--- src/rtl/hkrt_pkg.sv ---
// ============================================================================
// hkrt_pkg - shared types and constants for the HID keyboard report tracker
// Request codes, the ASCII to usage table, the decoded operation carried
// from front to back, and the result beat layout.
// ============================================================================
package hkrt_pkg;

    // Default number of key slots (boot protocol 6KRO)
    localparam int KEY_SLOTS_DEFAULT = 6;
    // Number of slot ports on the result side
    localparam int NUM_SLOT_PORTS    = 6;

    // Operation queue between front and back
    localparam int OPQ_DEPTH = 2;
    localparam int OPQ_AW    = $clog2(OPQ_DEPTH);

    // Key code ranges and flags
    localparam logic [7:0] RAW_CODE_BASE = 8'd136;
    localparam logic [7:0] MOD_CODE_BASE = 8'd128;
    localparam logic [7:0] SHIFT_FLAG    = 8'h80;
    localparam logic [7:0] USAGE_MASK    = 8'h7F;
    localparam logic [7:0] LEFT_SHIFT    = 8'h02;

    typedef enum logic [3:0] {
        REQ_PRESS_KEY     = 4'd0,
        REQ_RELEASE_KEY   = 4'd1,
        REQ_PRESS_MEDIA   = 4'd2,
        REQ_RELEASE_MEDIA = 4'd3,
        REQ_RELEASE_ALL   = 4'd4,
        REQ_WRITE_KEY     = 4'd5,
        REQ_WRITE_MEDIA   = 4'd6,
        REQ_LINK_UP       = 4'd7,
        REQ_LINK_DOWN     = 4'd8
    } t_req;

    // Decoded request, as classified by the front
    typedef struct packed {
        t_req        req;
        logic        mapped;     // key code maps to something
        logic [7:0]  usage;      // usage code for the slots, 0 for none
        logic [7:0]  mod_mask;   // modifier bits, shift folded in
        logic [15:0] media_bits;
    } t_op;

    // One result beat
    typedef struct packed {
        logic                              accepted;
        logic                              report_sent;
        logic                              report_kind;
        logic [7:0]                        modifiers;
        logic [NUM_SLOT_PORTS-1:0][7:0]    slots;
        logic [15:0]                       media_state;
        logic                              last_of_run;
    } t_result;

    // ASCII to usage; bit 7 requests left shift, 0 means unmapped
    localparam logic [7:0] ASCII_TO_USAGE [128] = '{
        8'h00,8'h00,8'h00,8'h00,8'h00,8'h00,8'h00,8'h00,
        8'h2a,8'h2b,8'h28,8'h00,8'h00,8'h00,8'h00,8'h00,
        8'h00,8'h00,8'h00,8'h00,8'h00,8'h00,8'h00,8'h00,
        8'h00,8'h00,8'h00,8'h00,8'h00,8'h00,8'h00,8'h00,
        8'h2c,8'h9e,8'hb4,8'ha0,8'ha1,8'ha2,8'ha4,8'h34,
        8'ha6,8'ha7,8'ha5,8'hae,8'h36,8'h2d,8'h37,8'h38,
        8'h27,8'h1e,8'h1f,8'h20,8'h21,8'h22,8'h23,8'h24,
        8'h25,8'h26,8'hb3,8'h33,8'hb6,8'h2e,8'hb7,8'hb8,
        8'h9f,8'h84,8'h85,8'h86,8'h87,8'h88,8'h89,8'h8a,
        8'h8b,8'h8c,8'h8d,8'h8e,8'h8f,8'h90,8'h91,8'h92,
        8'h93,8'h94,8'h95,8'h96,8'h97,8'h98,8'h99,8'h9a,
        8'h9b,8'h9c,8'h9d,8'h2f,8'h31,8'h30,8'ha3,8'had,
        8'h35,8'h04,8'h05,8'h06,8'h07,8'h08,8'h09,8'h0a,
        8'h0b,8'h0c,8'h0d,8'h0e,8'h0f,8'h10,8'h11,8'h12,
        8'h13,8'h14,8'h15,8'h16,8'h17,8'h18,8'h19,8'h1a,
        8'h1b,8'h1c,8'h1d,8'haf,8'hb1,8'hb0,8'hb5,8'h00
    };

endpackage

--- src/rtl/hkrt_front.sv ---
// ============================================================================
// hkrt_front - request classifier
// Maps the key code of an incoming beat to a usage code and modifier mask
// and packs the request into an operation for the queue.
// ============================================================================
module hkrt_front (
    input  logic [3:0]      i_req_type,
    input  logic [7:0]      i_key_code,
    input  logic [15:0]     i_media_bits,
    output hkrt_pkg::t_op   o_op
);
    import hkrt_pkg::*;

    logic [7:0] tbl_entry;

    assign tbl_entry = ASCII_TO_USAGE[i_key_code[6:0]];

    // Key code mapping: raw, modifier or ASCII
    always_comb begin
        o_op.req        = t_req'(i_req_type);
        o_op.media_bits = i_media_bits;
        o_op.mapped     = 1'b1;
        o_op.usage      = 8'h00;
        o_op.mod_mask   = 8'h00;
        if (i_key_code >= RAW_CODE_BASE) begin
            o_op.usage = i_key_code - RAW_CODE_BASE;
        end else if (i_key_code >= MOD_CODE_BASE) begin
            o_op.mod_mask = 8'h01 << i_key_code[2:0];
        end else begin
            o_op.mapped   = (tbl_entry != 8'h00);
            o_op.usage    = tbl_entry & USAGE_MASK;
            o_op.mod_mask = ((tbl_entry & SHIFT_FLAG) != 8'h00) ? LEFT_SHIFT : 8'h00;
        end
    end

endmodule

--- src/rtl/hkrt_op_queue.sv ---
// ============================================================================
// hkrt_op_queue - operation queue
// Short FIFO of decoded operations between the front and the back.
// ============================================================================
module hkrt_op_queue (
    input  logic            i_clk,
    input  logic            i_rst_n,
    input  logic            i_push,
    input  hkrt_pkg::t_op   i_op,
    output logic            o_full,
    input  logic            i_pop,
    output logic            o_valid,
    output hkrt_pkg::t_op   o_op
);
    import hkrt_pkg::*;

    t_op                r_mem [OPQ_DEPTH];
    logic [OPQ_AW-1:0]  r_wr_ptr;
    logic [OPQ_AW-1:0]  r_rd_ptr;
    logic [OPQ_AW:0]    r_count;

    logic do_push;
    logic do_pop;

    assign o_full  = (r_count == OPQ_AW'(0) + (OPQ_AW+1)'(OPQ_DEPTH));
    assign o_valid = (r_count != '0);
    assign o_op    = r_mem[r_rd_ptr];
    assign do_push = i_push && !o_full;
    assign do_pop  = i_pop && o_valid;

    // Storage, no reset
    always_ff @(posedge i_clk) begin
        if (do_push) begin
            r_mem[r_wr_ptr] <= i_op;
        end
    end

    // Pointers and fill count
    always_ff @(posedge i_clk) begin
        if (!i_rst_n) begin
            r_wr_ptr <= '0;
            r_rd_ptr <= '0;
            r_count  <= '0;
        end else begin
            if (do_push) begin
                r_wr_ptr <= r_wr_ptr + 1'b1;
            end
            if (do_pop) begin
                r_rd_ptr <= r_rd_ptr + 1'b1;
            end
            case ({do_push, do_pop})
                2'b10:   r_count <= r_count + 1'b1;
                2'b01:   r_count <= r_count - 1'b1;
                default: r_count <= r_count;
            endcase
        end
    end

endmodule

--- src/rtl/hkrt_back.sv ---
// ============================================================================
// hkrt_back - report state engine
// Holds the key slots, modifier byte, media mask and link flag and registers
// results; one op (or half a write) per cycle while no result waits unpopped.
// ============================================================================
module hkrt_back #(
    parameter int KEY_SLOTS = hkrt_pkg::KEY_SLOTS_DEFAULT
) (
    input  logic                i_clk,
    input  logic                i_rst_n,
    input  logic                i_op_valid,
    input  hkrt_pkg::t_op       i_op,
    output logic                o_op_pop,
    output logic                o_res_valid,
    output hkrt_pkg::t_result   o_res,
    input  logic                i_res_pop
);
    import hkrt_pkg::*;

    typedef enum logic [1:0] {
        PH_FIRST  = 2'b01,
        PH_SECOND = 2'b10
    } t_phase;

    logic [KEY_SLOTS-1:0][7:0] r_slots, n_slots;
    logic [7:0]                r_mods, n_mods;
    logic [15:0]               r_media, n_media;
    logic                      r_link, n_link;
    t_phase                    r_phase;
    logic                      r_res_valid;
    t_result                   r_res, n_res;

    logic fire;
    logic is_write;

    // Press candidate
    logic [KEY_SLOTS-1:0][7:0] p_slots;
    logic [7:0]                p_mods;
    logic                      p_found, p_placed, p_ok;

    // Release candidate
    logic [KEY_SLOTS-1:0][7:0] rl_slots;
    logic [7:0]                rl_mods;

    assign is_write = (i_op.req == REQ_WRITE_KEY) || (i_op.req == REQ_WRITE_MEDIA);
    assign fire     = i_op_valid && (!r_res_valid || i_res_pop);
    assign o_op_pop = fire && (!is_write || (r_phase == PH_SECOND));

    // Key press: reuse a matching slot or take the first empty one
    always_comb begin
        p_slots  = r_slots;
        p_found  = 1'b0;
        p_placed = 1'b0;
        for (int i = 0; i < KEY_SLOTS; i++) begin
            if (r_slots[i] == i_op.usage) begin
                p_found = 1'b1;
            end
        end
        for (int i = 0; i < KEY_SLOTS; i++) begin
            if (i_op.mapped && !p_found && !p_placed && r_slots[i] == 8'h00) begin
                p_slots[i] = i_op.usage;
                p_placed   = 1'b1;
            end
        end
        p_ok   = i_op.mapped && (p_found || p_placed);
        p_mods = i_op.mapped ? (r_mods | i_op.mod_mask) : r_mods;
    end

    // Key release: clear modifier bits and matching nonzero slots
    always_comb begin
        for (int i = 0; i < KEY_SLOTS; i++) begin
            rl_slots[i] = (i_op.mapped && i_op.usage != 8'h00 && r_slots[i] == i_op.usage)
                        ? 8'h00 : r_slots[i];
        end
        rl_mods = i_op.mapped ? (r_mods & ~i_op.mod_mask) : r_mods;
    end

    // Operation select and next state
    always_comb begin
        n_slots = r_slots;
        n_mods  = r_mods;
        n_media = r_media;
        n_link  = r_link;
        n_res.accepted    = 1'b0;
        n_res.report_sent = 1'b0;
        n_res.report_kind = 1'b0;
        n_res.last_of_run = 1'b1;
        case (i_op.req)
            REQ_PRESS_KEY: begin
                n_slots = p_slots;
                n_mods  = p_mods;
                n_res.accepted    = p_ok;
                n_res.report_sent = p_ok && r_link;
            end
            REQ_RELEASE_KEY: begin
                n_slots = rl_slots;
                n_mods  = rl_mods;
                n_res.accepted    = i_op.mapped;
                n_res.report_sent = i_op.mapped && r_link;
            end
            REQ_WRITE_KEY: begin
                if (r_phase == PH_FIRST) begin
                    n_slots = p_slots;
                    n_mods  = p_mods;
                    n_res.accepted    = p_ok;
                    n_res.report_sent = p_ok && r_link;
                    n_res.last_of_run = 1'b0;
                end else begin
                    n_slots = rl_slots;
                    n_mods  = rl_mods;
                    n_res.accepted    = i_op.mapped;
                    n_res.report_sent = i_op.mapped && r_link;
                end
            end
            REQ_PRESS_MEDIA: begin
                n_media = r_media | i_op.media_bits;
                n_res.accepted    = 1'b1;
                n_res.report_sent = r_link;
                n_res.report_kind = 1'b1;
            end
            REQ_RELEASE_MEDIA: begin
                n_media = r_media & ~i_op.media_bits;
                n_res.accepted    = 1'b1;
                n_res.report_sent = r_link;
                n_res.report_kind = 1'b1;
            end
            REQ_WRITE_MEDIA: begin
                n_res.accepted    = 1'b1;
                n_res.report_sent = r_link;
                n_res.report_kind = 1'b1;
                if (r_phase == PH_FIRST) begin
                    n_media = r_media | i_op.media_bits;
                    n_res.last_of_run = 1'b0;
                end else begin
                    n_media = r_media & ~i_op.media_bits;
                end
            end
            REQ_RELEASE_ALL: begin
                n_slots = '0;
                n_mods  = 8'h00;
                n_media = 16'h0000;
                n_res.accepted    = 1'b1;
                n_res.report_sent = r_link;
            end
            REQ_LINK_UP: begin
                n_link = 1'b1;
                n_res.accepted = 1'b1;
            end
            REQ_LINK_DOWN: begin
                n_link = 1'b0;
                n_res.accepted = 1'b1;
            end
            default: begin
                n_res.accepted = 1'b0;
            end
        endcase
        n_res.modifiers   = n_mods;
        n_res.media_state = n_media;
        // Snapshot of the slots; ports beyond the slot count read zero
        for (int j = 0; j < NUM_SLOT_PORTS; j++) begin
            n_res.slots[j] = 8'h00;
        end
        for (int j = 0; j < KEY_SLOTS && j < NUM_SLOT_PORTS; j++) begin
            n_res.slots[j] = n_slots[j];
        end
    end

    // State and control
    always_ff @(posedge i_clk) begin
        if (!i_rst_n) begin
            r_slots     <= '0;
            r_mods      <= 8'h00;
            r_media     <= 16'h0000;
            r_link      <= 1'b0;
            r_phase     <= PH_FIRST;
            r_res_valid <= 1'b0;
        end else begin
            if (fire) begin
                r_slots <= n_slots;
                r_mods  <= n_mods;
                r_media <= n_media;
                r_link  <= n_link;
                if (is_write) begin
                    r_phase <= (r_phase == PH_FIRST) ? PH_SECOND : PH_FIRST;
                end
                r_res_valid <= 1'b1;
            end else if (i_res_pop) begin
                r_res_valid <= 1'b0;
            end
        end
    end

    // Result register, no reset
    always_ff @(posedge i_clk) begin
        if (fire) begin
            r_res <= n_res;
        end
    end

    assign o_res_valid = r_res_valid;
    assign o_res       = r_res;

endmodule

--- src/rtl/hid_keyboard_report_tracker.sv ---
// Path: with both sides idle, a request beat accepted at one edge is written into
//   the operation queue and then into the result register; a write request's
//   second result beat follows at the edge that pops the first.
// Writes: the state engine carries out a write in two halves, press then release
//   (both halves share the one slot/modifier update path).
// Reset: synchronous, active low; clears slots, modifiers, media mask, link
//   flag, the operation queue and the result valid flag.
// ============================================================================
// hid_keyboard_report_tracker - HID boot keyboard 6KRO report builder
// Front classifies requests into a two-entry operation queue; the back
// updates the report state and presents result beats through a register.
// ============================================================================
module hid_keyboard_report_tracker #(
    parameter int KEY_SLOTS = hkrt_pkg::KEY_SLOTS_DEFAULT
) (
    input  logic        i_clk,
    input  logic        i_rst_n,
    input  logic        push,
    output logic        full,
    input  logic [3:0]  i_req_type,
    input  logic [7:0]  i_key_code,
    input  logic [15:0] i_media_bits,
    output logic        empty,
    input  logic        pop,
    output logic        o_accepted,
    output logic        o_report_sent,
    output logic        o_report_kind,
    output logic [7:0]  o_modifiers,
    output logic [7:0]  o_slot_0,
    output logic [7:0]  o_slot_1,
    output logic [7:0]  o_slot_2,
    output logic [7:0]  o_slot_3,
    output logic [7:0]  o_slot_4,
    output logic [7:0]  o_slot_5,
    output logic [15:0] o_media_state,
    output logic        o_last_of_run
);
    import hkrt_pkg::*;

    t_op     front_op;
    t_op     q_op;
    logic    q_valid;
    logic    q_pop;
    logic    res_valid;
    t_result res;

    // Front: classify request beat
    hkrt_front u_front (
        .i_req_type   (i_req_type),
        .i_key_code   (i_key_code),
        .i_media_bits (i_media_bits),
        .o_op         (front_op)
    );

    // Queue between front and back
    hkrt_op_queue u_queue (
        .i_clk   (i_clk),
        .i_rst_n (i_rst_n),
        .i_push  (push),
        .i_op    (front_op),
        .o_full  (full),
        .i_pop   (q_pop),
        .o_valid (q_valid),
        .o_op    (q_op)
    );

    // Back: report state and result register
    hkrt_back #(
        .KEY_SLOTS (KEY_SLOTS)
    ) u_back (
        .i_clk       (i_clk),
        .i_rst_n     (i_rst_n),
        .i_op_valid  (q_valid),
        .i_op        (q_op),
        .o_op_pop    (q_pop),
        .o_res_valid (res_valid),
        .o_res       (res),
        .i_res_pop   (pop)
    );

    assign empty         = !res_valid;
    assign o_accepted    = res.accepted;
    assign o_report_sent = res.report_sent;
    assign o_report_kind = res.report_kind;
    assign o_modifiers   = res.modifiers;
    assign o_slot_0      = res.slots[0];
    assign o_slot_1      = res.slots[1];
    assign o_slot_2      = res.slots[2];
    assign o_slot_3      = res.slots[3];
    assign o_slot_4      = res.slots[4];
    assign o_slot_5      = res.slots[5];
    assign o_media_state = res.media_state;
    assign o_last_of_run = res.last_of_run;

    // The back only takes an operation that the queue holds
    a_pop_needs_op: assert property (@(posedge i_clk) disable iff (!i_rst_n)
        q_pop |-> q_valid)
        else $error("operation popped from empty queue");

    // A full queue always offers an operation to the back
    a_full_has_op: assert property (@(posedge i_clk) disable iff (!i_rst_n)
        full |-> q_valid)
        else $error("queue full without a pending operation");

    // Reset leaves both sides idle
    a_reset_idle: assert property (@(posedge i_clk)
        !i_rst_n |=> (empty && !full && !q_valid))
        else $error("block not idle after reset");

    // A first-half beat is never the last one, and is followed by its second half
    a_write_pair: assert property (@(posedge i_clk) disable iff (!i_rst_n)
        (!empty && !o_last_of_run && pop) |=> (!empty || q_valid))
        else $error("write request lost its second result");

endmodule
--- config.mk ---
export PLATFORM = sky130hd
export DESIGN_NAME = hid_keyboard_report_tracker
export DESIGN_NICKNAME = d
export VERILOG_FILES = /design/src/rtl/hkrt_pkg.sv /design/src/rtl/hkrt_front.sv /design/src/rtl/hkrt_op_queue.sv /design/src/rtl/hkrt_back.sv /design/src/rtl/hid_keyboard_report_tracker.sv
export SDC_FILE = /design/constraint.sdc
export NUM_CORES = 1
export LEC_CHECK = 0
export BUFFER_PORTS_ARGS = -buffer_cell sky130_fd_sc_hd__buf_4
export CORE_MARGIN = 2
export CORE_UTILIZATION = 30
export CTS_CLUSTER_DIAMETER = 100
export CTS_CLUSTER_SIZE = 25
export DETAILED_ROUTE_END_ITERATION = 12
export MAX_ROUTING_LAYER = met4
export PLACE_DENSITY = 0.46
export SKIP_CTS_REPAIR_TIMING = 1
export SYNTH_ARGS = -nofsm -noshare
export SYNTH_HDL_FRONTEND = slang
export SYNTH_SLANG_ARGS = --single-unit
--- constraint.sdc ---
create_clock -name i_clk -period 3.6 [get_ports i_clk]
set_input_delay 0.18 -clock i_clk [delete_from_list [all_inputs] [get_ports i_clk]]
set_output_delay 0.18 -clock i_clk [all_outputs]
set_load 0.02 [all_outputs]
==> impl_results.md, run 1 <==
- Status: complete, no violations
- Number of max-cap violations: 0
- Post-DRT Antenna Nets: 0
- Unrepaired setup endpoints after global routing: no
- Share of post-route cells with drive strength above 1: 16.7%
- Final setup fails: 0
- Final setup TNS: 0 ns
- Worst hold endpoint: u_back.o_res_valid$_SDFFE_PN0P_
- # IOs: 110
- Post-synth cell types: 78
- Vias in the first global route: 8788
- DR vias/cell: 5.14
- Port Buffer Count: 109
- First-pass GRT wire length: 52800 um
- Max Slew Vio Count: 0
- CTS tree: built
- Critical Path End Type: flip-flop
- Max Root-Sink Buffers: 3
- NumNets Final: 1303
- Worst-skew pair later-pin latency: 0.50 ns
- Initial DRC Count: 637
- Worst hold start: pop
- Post-synth top flop: edfxtp_1
- Startpoint Class: flip-flop
- Clock Pin Slew Worst Setup and Hold Paths: 0.10 ns
- Sequential area share after synthesis: 51.8%
- FF+latch count, synth: 231
- Worst hold margin: 0.0362 ns
- Crit path max fanout: 25
- WP data required: 3.83 ns
- Die Ht: 202 um
- DRT Pass-1 Iters: 6
- Mapped Cells: 1148
- Worst Tran Pin Value: 1.00 ns
- WP data arrival: 3.48 ns
- Chip Width: 202 um
- Layout fillers: 3944
- GRT overflow: 0
- Die Area: 41000 sq um
- Peak VDD IR: 0.313 mV
- # DRC: 0
- Ant diodes: 0
- Net Count, Synth: 1198
- Starting density of the core: 30.5%
- Cell area power density: 660 nW/um^2
- Async set or reset register ratio after synthesis: 0%
- RD Place Congestion: 0.829
- H-tree depth: 1
- CTS Buf Count: 14
- Per-cell routed wire length: 19.3 um
- R2R depth: 9
- GRT Resource Usage Total: 16.8%
- Reg2reg end: u_back.o_res[63]$_DFFE_PP_
- Setup Skew: 0.0362 ns
- Number of synthesized flops with an enable pin: 150
- Fin crit share: 90.3%
- Final Hold Violating Endpoints: 0
- Leak pwr: 4.70 nW
- P&R area growth vs syn: 17.2%
- Core Box Area: 38700 sq um
- Max_slew headroom: 33.2%
- Root buffer cell: clkbuf_16
- Clock sinks: 231
- Drt total wl: 34300 um
- Post-detail-place hpwl: 23300 um
- Crit Path Class: reg2reg
- Top achievable clock speed: 0.308 GHz
- R2r setup slk: 0.35 ns
- Synth warn: 0
- Initial antenna violation count: 0
- # rows: 72
- Hold path depth: 4
- Crit path time final: 3.25 ns
- Synthesized area: 11800 sq um
- Largest net degree at the start of global routing: 68
- Post-synthesis average cell area: 10.3 sq um
- Hold Crit Class: in2reg
- Vias post-DR: 9141
-- cells in the mapped netlist, drive strengths merged, types with 3 or more instances --
| library cell | number | share of area [%] |
|---|---|---|
| a211oi | 13 | 0.83 |
| a21boi | 3 | 0.25 |
| a21oi | 46 | 1.9 |
| a221o | 8 | 0.68 |
| a22o | 5 | 0.44 |
| a311oi | 10 | 0.74 |
| a31oi | 16 | 0.85 |
| and2 | 13 | 0.71 |
| and3 | 9 | 0.48 |
| and4 | 3 | 0.24 |
| buf | 36 | 2.0 |
| clkbuf | 37 | 1.2 |
| clkinv | 3 | 0.095 |
| dfxtp | 81 | 14 |
| edfxtp | 150 | 38 |
| ha | 18 | 1.9 |
| inv | 27 | 0.86 |
| mux2 | 14 | 1.4 |
| mux2i | 40 | 3.9 |
| mux4 | 3 | 0.57 |
| nand2 | 177 | 5.7 |
| nand2b | 11 | 0.58 |
| nand3 | 21 | 0.89 |
| nand3b | 3 | 0.19 |
| nand4 | 7 | 0.37 |
| nor2 | 84 | 2.7 |
| nor2b | 5 | 0.26 |
| nor3 | 21 | 1.1 |
| nor3b | 3 | 0.19 |
| nor4 | 25 | 1.4 |
| o211a | 6 | 0.51 |
| o211ai | 15 | 0.95 |
| o21a | 3 | 0.19 |
| o21ai | 83 | 3.6 |
| o22ai | 29 | 1.5 |
| o311ai | 34 | 2.5 |
| or3 | 6 | 0.36 |
| or4 | 4 | 0.29 |
| xnor2 | 51 | 3.8 |
| xor2 | 4 | 0.30 |
-- cells in the final DEF, fill, tap and decap left out, drive strengths merged, types with 7 or more instances in the layout --
cell type	Yosys	final
nand2	177	177
edfxtp	150	150
buf	36	142
nor2	84	84
o21ai	83	83
dfxtp	81	81
xnor2	51	51
a21oi	46	46
mux2i	40	40
o311ai	34	34
o22ai	29	29
inv	27	29
nor4	25	25
nand3	21	21
nor3	21	21
dlygate4sd3	0	20
clkbuf	37	20
ha	18	18
a31oi	16	16
o211ai	15	15
mux2	14	14
a211oi	13	13
and2	13	13
nand2b	11	11
a311oi	10	10
and3	9	9
a221o	8	8
nand4	7	7
-- layout make-up --
type | instances | area, sq um | share of cell area, %
Sequential cell | 231 | 6130 | 44.2
Timing Repair Buffer | 162 | 1280 | 9.23
Multi-Input combinational cell | 814 | 5230 | 37.8
Tap cell | 518 | 648 | 4.68
Inverter | 30 | 115 | 0.831
Clock inverter | 3 | 55.1 | 0.398
Clock buffer | 20 | 394 | 2.85
-- how the worst max path moves through the flow --
stage	start	endpoint	slack [ns]
global route	flip-flop	u_back.o_res[63]$_DFFE_PP_	0.12
finish	flip-flop	u_back.o_res[63]$_DFFE_PP_	0.35
floorplan	u_back.o_res_valid$_SDFFE_PN0P_	u_back.o_res[0]$_SDFFCE_PN1P_	0.07
global placement	flip-flop	u_back.o_res[60]$_DFFE_PP_	0.41
CTS	flip-flop	u_back.o_res[60]$_DFFE_PP_	0.30
detailed placement	flip-flop	u_back.o_res[60]$_DFFE_PP_	0.33
-- flip-flops by register name (all words and copies together) (netlist names), named ones only --
| register | cells |
|---|---|
| u_back.o_res | 76 |
| u_queue.r_mem | 74 |
| u_back.r_slots | 48 |
| u_back.r_media | 16 |
| u_back.r_mods | 8 |
| u_back.r_phase | 2 |
| u_queue.r_count | 2 |
| u_back.o_res_valid | 1 |
| u_back.r_link | 1 |
| u_queue.r_rd_ptr | 1 |
| u_queue.r_wr_ptr | 1 |
-- worst max-delay path: stages, from the launching register on --
cell	delay [ns]
dfxtp_2	0.51
mux2i_4	0.61
buf_4	0.25
xnor2_1	0.13
nor3_1	0.09
nand3_1	0.10
and4_4	0.41
nand2_1	0.14
buf_4	0.21
o311ai_0	0.51
-- cells by family after synthesis --
family / count (synthesis) / share of synthesized area (%)
muxes: 57 / 5.81
xor gates and xnor gates: 55 / 4.08
DFF: 231 / 51.8
adders and majority gates: 18 / 1.91
AOI/OAI and AO/OA: 287 / 16.4
buffers and inverters: 103 / 4.15
and+or+nand+nor: 397 / 15.8
-- power breakdown --
part	switching, W	leakage [nW]	internal, W
clock	0.000931	0.214	0.000803
combinational	0.00240	2.39	0.00121
sequential	0.000241	2.09	0.00356
total	0.00357	4.70	0.00557
-- routing by layer --
layer / up-vias / wire length [um] / GRT usage, %
met5: - / 0 / -
met4: 0 / 725 / 4.12
met3: 48 / 1340 / 1.93
met2: 195 / 16100 / 26.0
met1: 4436 / 16200 / 23.5
li1: 4462 / - / -
-- through the flow --
stage	util, %	setup slack (ns)	total power [W]	cells	instance area, sq um
after detailed placement	34.1	0.335	0.00751	1735	13200
after CTS	35.2	0.295	0.00926	1758	13600
after floorplan	-	0.0739	0.00613	1148	11800
after global routing	35.8	0.123	0.00966	1778	13800
final	35.8	0.348	0.00914	1778	13800
after global placement	34.1	0.409	0.00750	1735	13200
No activity file was read; power rests on OpenSTA's default activity.
==> run 2: changes to the inputs <==
--- a/config.mk
+++ b/config.mk
@@ -13,7 +13,9 @@
 export DETAILED_ROUTE_END_ITERATION = 12
 export MAX_ROUTING_LAYER = met4
 export PLACE_DENSITY = 0.46
+export RECOVER_POWER = 25
 export SKIP_CTS_REPAIR_TIMING = 1
 export SYNTH_ARGS = -nofsm -noshare
 export SYNTH_HDL_FRONTEND = slang
 export SYNTH_SLANG_ARGS = --single-unit
+export TNS_END_PERCENT = 20
==> run 2 against run 1 <==
  * The flow now finishes with violations (max-capacitance violations, max-slew violations)
  * Combinational power is 7.2% lower
  * Total power is 2.9% lower
  * Core utilization is 0.80 points lower
  * Largest power group unchanged
  * Sequential share of layout area is 1.0 points higher
  * Clock power hardly changed
  * Clock skew is 0.0022 ns higher
  * Flip-flop and latch count stayed put
==> impl_results.md, run 2 (synthesis results as in run 1) <==
- Status: complete, but fails checks (was complete, no violations)
- Failing checks: max-capacitance violations, max-slew violations
- P&R area growth vs syn: 14.6% (was 17.2%)
- Hold Crit Class: in2reg (unchanged)
- Max reg flops: 76 (unchanged)
- Reg2reg end: u_back.o_res[63]$_DFFE_PP_ (unchanged)
- Int Pwr: 0.00531 W (was 0.00557 W)
- Crit path max fanout: 25 (unchanged)
- R2R depth: 10 (was 9)
- Max Root-Sink Buffers: 3 (unchanged)
- # DRC: 0 (unchanged)
- Top achievable clock speed: 0.308 GHz (about the same)
- Max Slew Vio Count: 46 (was 0)
- # rows: 72 (unchanged)
- Logic gate share of total power: 37.7% (was 39.5%)
- Clock Pin Slew Worst Setup and Hold Paths: 0.11 ns (was 0.10 ns)
- R2r setup slk: 0.35 ns (about the same)
- Post-detail-place hpwl: 23300 um (unchanged)
- Leak pwr: 4.39 nW (was 4.70 nW)
- DRT Pass-1 Iters: 5 (was 6)
- Drt total wl: 34300 um (about the same)
- Cell area power density: 656 nW/um^2 (was 660 nW/um^2)
- Crit Path Class: reg2reg (unchanged)
- P_sw: 0.00357 W (about the same)
- WP data required: 3.82 ns (was 3.83 ns)
- Final Hold Violating Endpoints: 0 (unchanged)
- Commonest non-fill, non-tap cell in the layout: nand2_1 (unchanged)
- DR vias/cell: 5.14 (about the same)
- Unrepaired setup endpoints after global routing: no (unchanged)
- Startpoint Class: flip-flop (unchanged)
- Post-DRT Antenna Nets: 0 (unchanged)
- Max_slew headroom: -59.3% (was 33.2%)
- Ant diodes: 0 (unchanged)
- Vias in the first global route: 8788 (unchanged)
- H-tree depth: 1 (unchanged)
- Number of max-cap violations: 1 (was 0)
- Sequential Power Share: 42.7% (was 41.6%)
- Critical Path End: u_back.o_res[63]$_DFFE_PP_ (unchanged)
- Die Area: 41000 sq um (unchanged)
- Starting density of the core: 30.5% (unchanged)
- Clock sinks: 231 (unchanged)
- WP data arrival: 3.47 ns (was 3.48 ns)
- Largest net degree at the start of global routing: 68 (unchanged)
- Critical Path End Type: flip-flop (unchanged)
- Switch share: 40.2% (was 39.0%)
- Worst Tran Pin Value: 2.39 ns (was 1.00 ns)
- NumNets Final: 1303 (unchanged)
- Setup Skew: 0.0384 ns (was 0.0362 ns)
- Initial DRC Count: 627 (was 637)
- Per-cell routed wire length: 19.3 um (about the same)
- Chip Width: 202 um (unchanged)
- GRT Resource Usage Total: 16.8% (unchanged)
- GRT overflow: 0 (unchanged)
- Initial antenna violation count: 0 (unchanged)
- Vias post-DR: 9143 (was 9141)
- Final setup TNS: 0 ns (unchanged)
- Final setup fails: 0 (unchanged)
- Crit path time final: 3.25 ns (about the same)
- First-pass GRT wire length: 52800 um (unchanged)
- Root buffer cell: clkbuf_16 (unchanged)
- Final core occ: 35.0% (was 35.8%)
- Clock share of power: 19.6% (was 19.0%)
- # IOs: 110 (unchanged)
- RD Place Congestion: 0.829 (unchanged)
- Port Buffer Count: 109 (unchanged)
- Worst-skew pair later-pin latency: 0.50 ns (about the same)
- CTS tree: built (unchanged)
- Peak VDD IR: 0.310 mV (was 0.313 mV)
- Die Ht: 202 um (unchanged)
- Leading cell types in the layout, fill and taps excluded: nand2_1, edfxtp_1, clkbuf_1, nor2_1, o21ai_0 (was nand2_1, edfxtp_1, buf_4, nor2_1, o21ai_0)
- Fin crit share: 90.2% (was 90.3%)
- CTS Buf Count: 14 (unchanged)
- Share of post-route cells with drive strength above 1: 10.2% (was 16.7%)
- Core Box Area: 38700 sq um (unchanged)
## run 2: power by group through the flow
stage / Sequential, W / Combinational, W / Clock [W]
after floorplan: 0.00428 / 0.00185 / 0
after global placement: 0.00387 / 0.00362 / 0
after detailed placement: 0.00387 / 0.00364 / 0
after CTS: 0.00382 / 0.00364 / 0.00180
after global routing: 0.00386 / 0.00365 / 0.00188
final: 0.00379 / 0.00335 / 0.00174
## run 2: how the worst min path moves through the flow
stage                     slack (ns)       startpoint                               to  cells past startpoint
after CTS                      -0.16    i_req_type[0]   u_queue.r_mem[1][33]$_DFFE_PP_                      1
final                           0.03              pop  u_back.o_res_valid$_SDFFE_PN0P_                      4
after global placement          0.37  i_media_bits[9]    u_queue.r_mem[1][9]$_DFFE_PP_                      1
after detailed placement        0.37  i_media_bits[4]    u_queue.r_mem[1][4]$_DFFE_PP_                      1
after global routing            0.04              pop  u_back.o_res_valid$_SDFFE_PN0P_                      4
after floorplan                 0.28  i_media_bits[0]    u_queue.r_mem[0][0]$_DFFE_PP_                      0
## run 2: worst max-delay path, stage by stage, from the launching register on
cell,delay (ns)
dfxtp_2,0.51
buf_4,0.28
mux2i_2,0.24
buf_4,0.29
xnor2_1,0.16
nor4_1,0.10
nand3_1,0.10
and4_4,0.41
nand2_1,0.15
buf_4,0.21
o311ai_0,0.50
## run 2: area by class of cell
class / instances / area (sq um)
Clock inverter: 3 / 55.1
Multi-Input combinational cell: 814 / 5230
Tap cell: 518 / 648
Inverter: 30 / 115
Sequential cell: 231 / 6130
Clock buffer: 20 / 394
Fill cell: 4011 / 25200
Timing Repair Buffer: 162 / 968
## run 2: routing by layer
metal / share of wire, % / global-route usage (%)
met1: 48 / 23.5
met2: 46 / 26.0
met3: 3.9 / 1.93
met4: 2.2 / 4.12
met5: 0 / -
## run 2: through the flow
step | hold slack (ns) | total power [W] | instance area, sq um | std cells | setup WS, ns
after global placement | 0.366 | 0.00750 | 13200 | 1735 | 0.409
final | 0.0331 | 0.00888 | 13500 | 1778 | 0.353
after global routing | 0.0350 | 0.00939 | 13500 | 1778 | 0.123
after detailed placement | 0.369 | 0.00751 | 13200 | 1735 | 0.335
after floorplan | 0.279 | 0.00613 | 11800 | 1148 | 0.0739
after CTS | -0.161 | 0.00926 | 13600 | 1758 | 0.295
==> run 3: changes to the inputs <==
--- a/config.mk
+++ b/config.mk
@@ -7,12 +7,11 @@
 export LEC_CHECK = 0
 export BUFFER_PORTS_ARGS = -buffer_cell sky130_fd_sc_hd__buf_4
 export CORE_MARGIN = 2
-export CORE_UTILIZATION = 30
-export CTS_CLUSTER_DIAMETER = 100
+export CORE_UTILIZATION = 50
 export CTS_CLUSTER_SIZE = 25
 export DETAILED_ROUTE_END_ITERATION = 12
 export MAX_ROUTING_LAYER = met4
-export PLACE_DENSITY = 0.46
+export PLACE_DENSITY = 0.7
 export RECOVER_POWER = 25
 export SKIP_CTS_REPAIR_TIMING = 1
 export SYNTH_ARGS = -nofsm -noshare
==> run 3 against run 2 <==
  * The run now ends clean
  * Routed wire length decreased by 12%
  * Largest power group unchanged
  * First-iteration DRC count grew 45%
  * Critical path depth shrank 2
  * Sequential power hardly changed
  * Critical path type unchanged
  * Maximum frequency decreased by 2.9%
  * Via count up 3.5%
  * Cell count shrank 9.6%
==> impl_results.md, run 3 (synthesis results as in run 1) <==
- Max Root-Sink Buffers: 3 (unchanged)
- NumNets Final: 1320 (was 1303)
- Reg2reg end: u_back.o_res[46]$_DFFE_PP_ (was u_back.o_res[63]$_DFFE_PP_)
- Leak pwr: 4.64 nW (was 4.39 nW)
- R2R depth: 8 (was 10)
- Drt total wl: 30100 um (was 34300 um)
- Crit path cell chain: buf_4, or3b_4, nand2_1, a21boi_4, buf_4, nand2_1, nor2_1, a221o_1 (was buf_4, mux2i_2, buf_4, xnor2_1, nor4_1, nand3_1, and4_4, nand2_1, buf_4, o311ai_0)
- Share of post-route cells with drive strength above 1: 12.0% (was 10.2%)
- Worst-skew pair later-pin latency: 0.52 ns (was 0.50 ns)
- # DRC: 0 (unchanged)
- Crit path time final: 3.34 ns (was 3.25 ns)
- R2r setup slk: 0.26 ns (was 0.35 ns)
- Clock sinks: 231 (unchanged)
- Root buffer cell: clkbuf_16 (unchanged)
- Startpoint Class: flip-flop (unchanged)
- WP data required: 3.98 ns (was 3.82 ns)
- Leading cell types in the layout, fill and taps excluded: nand2_1, edfxtp_1, clkbuf_1, nor2_1, o21ai_0 (unchanged)
- DRT Pass-1 Iters: 8 (was 5)
- Number of max-cap violations: 0 (was 1)
- Critical Path End Type: flip-flop (unchanged)
- Status: complete, no violations (was complete, but fails checks)
- Port Buffer Count: 109 (unchanged)
- Crit Path Class: reg2reg (unchanged)
- Largest net degree at the start of global routing: 55 (was 68)
- P&R area growth vs syn: 16.4% (was 14.6%)
- Post-layout total power: 0.00980 W (was 0.00888 W)
- Commonest non-fill, non-tap cell in the layout: nand2_1 (unchanged)
- Vias in the first global route: 8832 (was 8788)
- Vias post-DR: 9462 (was 9143)
- Top achievable clock speed: 0.299 GHz (was 0.308 GHz)
- Chip Width: 158 um (was 202 um)
- GRT overflow: 0 (unchanged)
- Unrepaired setup endpoints after global routing: no (unchanged)
- Worst Tran Pin Value: 0.930 ns (was 2.39 ns)
- GRT Resource Usage Total: 24.8% (was 16.8%)
- Hold Crit Class: in2reg (unchanged)
- Peak VDD IR: 0.464 mV (was 0.310 mV)
- # IOs: 110 (unchanged)
- CP peak stage delay: 0.77 ns (was 0.51 ns)
- Clock Pin Slew Worst Setup and Hold Paths: 0.07 ns (was 0.11 ns)
- Setup Skew: 0.0123 ns (was 0.0384 ns)
- Crit-path slowest cell: dfxtp_2 (unchanged)
- Fin crit share: 92.9% (was 90.2%)
- Final setup fails: 0 (unchanged)
- Core Box Area: 23300 sq um (was 38700 sq um)
- Final core occ: 59.0% (was 35.0%)
- Ant diodes: 0 (unchanged)
- # rows: 56 (was 72)
- CTS tree: built (unchanged)
- Final setup TNS: 0 ns (unchanged)
- Worst hold start: pop (unchanged)
- Post-DRT Antenna Nets: 0 (unchanged)
- Placed cells: 1540 (was 1735)
- Max_slew headroom: 38.0% (was -59.3%)
- Crit path max fanout: 54 (was 25)
- Cell area power density: 712 nW/um^2 (was 656 nW/um^2)
- Die Area: 24900 sq um (was 41000 sq um)
- H-tree depth: 1 (unchanged)
- Max reg flops: 76 (unchanged)
- WP data arrival: 3.73 ns (was 3.47 ns)
- Hold path depth: 4 (unchanged)
- First-pass GRT wire length: 47500 um (was 52800 um)
- Worst hold endpoint: u_back.o_res_valid$_SDFFE_PN0P_ (unchanged)
- RD Place Congestion: 0.932 (was 0.829)
- CTS Buf Count: 25 (was 14)
- DR vias/cell: 5.89 (was 5.14)
- Per-cell routed wire length: 18.7 um (was 19.3 um)
- Non-filler instance count after layout: 1607 (was 1778)
- Starting density of the core: 50.6% (was 30.5%)
- Initial antenna violation count: 0 (unchanged)
- Initial DRC Count: 911 (was 627)
- Max Slew Vio Count: 0 (was 46)
- Die Ht: 158 um (was 202 um)
- Post-detail-place hpwl: 19900 um (was 23300 um)
- Final Hold Violating Endpoints: 0 (unchanged)
## run 3: cell count changes in the layout (fill, tap and decap cells not counted), sizes merged
cell / previous run / this run
clkbuf: 113 / 122
inv: 29 / 28
bufinv: 0 / 5
clkinv: 4 / 12
buf: 49 / 56
## run 3: per-stage QoR
stage | cell area, sq um | setup slack [ns] | hold WS [ns]
finish | 13800 | 0.257 | 0.0336
global route | 13800 | 0.0303 | 0.0638
CTS | 13800 | 0.256 | -0.172
detailed placement | 13000 | 0.288 | 0.368
global placement | 13000 | 0.349 | 0.366
floorplan | 11800 | 0.0739 | 0.279
## run 3: worst max-delay path: cells and delay by family (launching register included)
family | cells | cell delay, ns
buffers and inverters | 2 | 0.79
AOI/OAI and AO/OA | 2 | 0.44
DFF | 1 | 0.77
and+or+nand+nor | 4 | 1.15
## run 3: layer usage
metal	vias to the layer above	wire length, um	track usage [%]	part of all wire, %
met3	71	2030	3.45	6.7
met4	0	920	8.18	3.1
met1	4485	12900	33.1	43
met5	-	0	-	0
li1	4525	-	-	-
met2	381	14300	39.2	47
## run 3: how the worst max path moves through the flow
stage / end / slack, ns / depth (start not counted)
global placement: u_back.o_res[24]$_DFFE_PP_ / 0.35 / 7
detailed placement: u_back.o_res[46]$_DFFE_PP_ / 0.29 / 8
finish: u_back.o_res[46]$_DFFE_PP_ / 0.26 / 8
global route: u_back.o_res[23]$_DFFE_PP_ / 0.03 / 7
floorplan: u_back.o_res[0]$_SDFFCE_PN1P_ / 0.07 / 4
CTS: u_back.o_res[23]$_DFFE_PP_ / 0.26 / 7
## run 3: power breakdown
part           switching, W  leakage (nW)  total, W  internal (W)
combinational       0.00233          2.12   0.00330      0.000970
sequential         0.000248          2.09   0.00381       0.00356
clock               0.00102         0.424   0.00268       0.00166
## run 3: area by class of cell
type                    count  area (sq um)
well taps                 319           399
clock inverters            15           198
fillers                  2026          9580
flip-flops and latches    231          6130
inverters                  30           115
clock buffers              30           664
multi-input cells         814          5230
repair buffers            168          1020
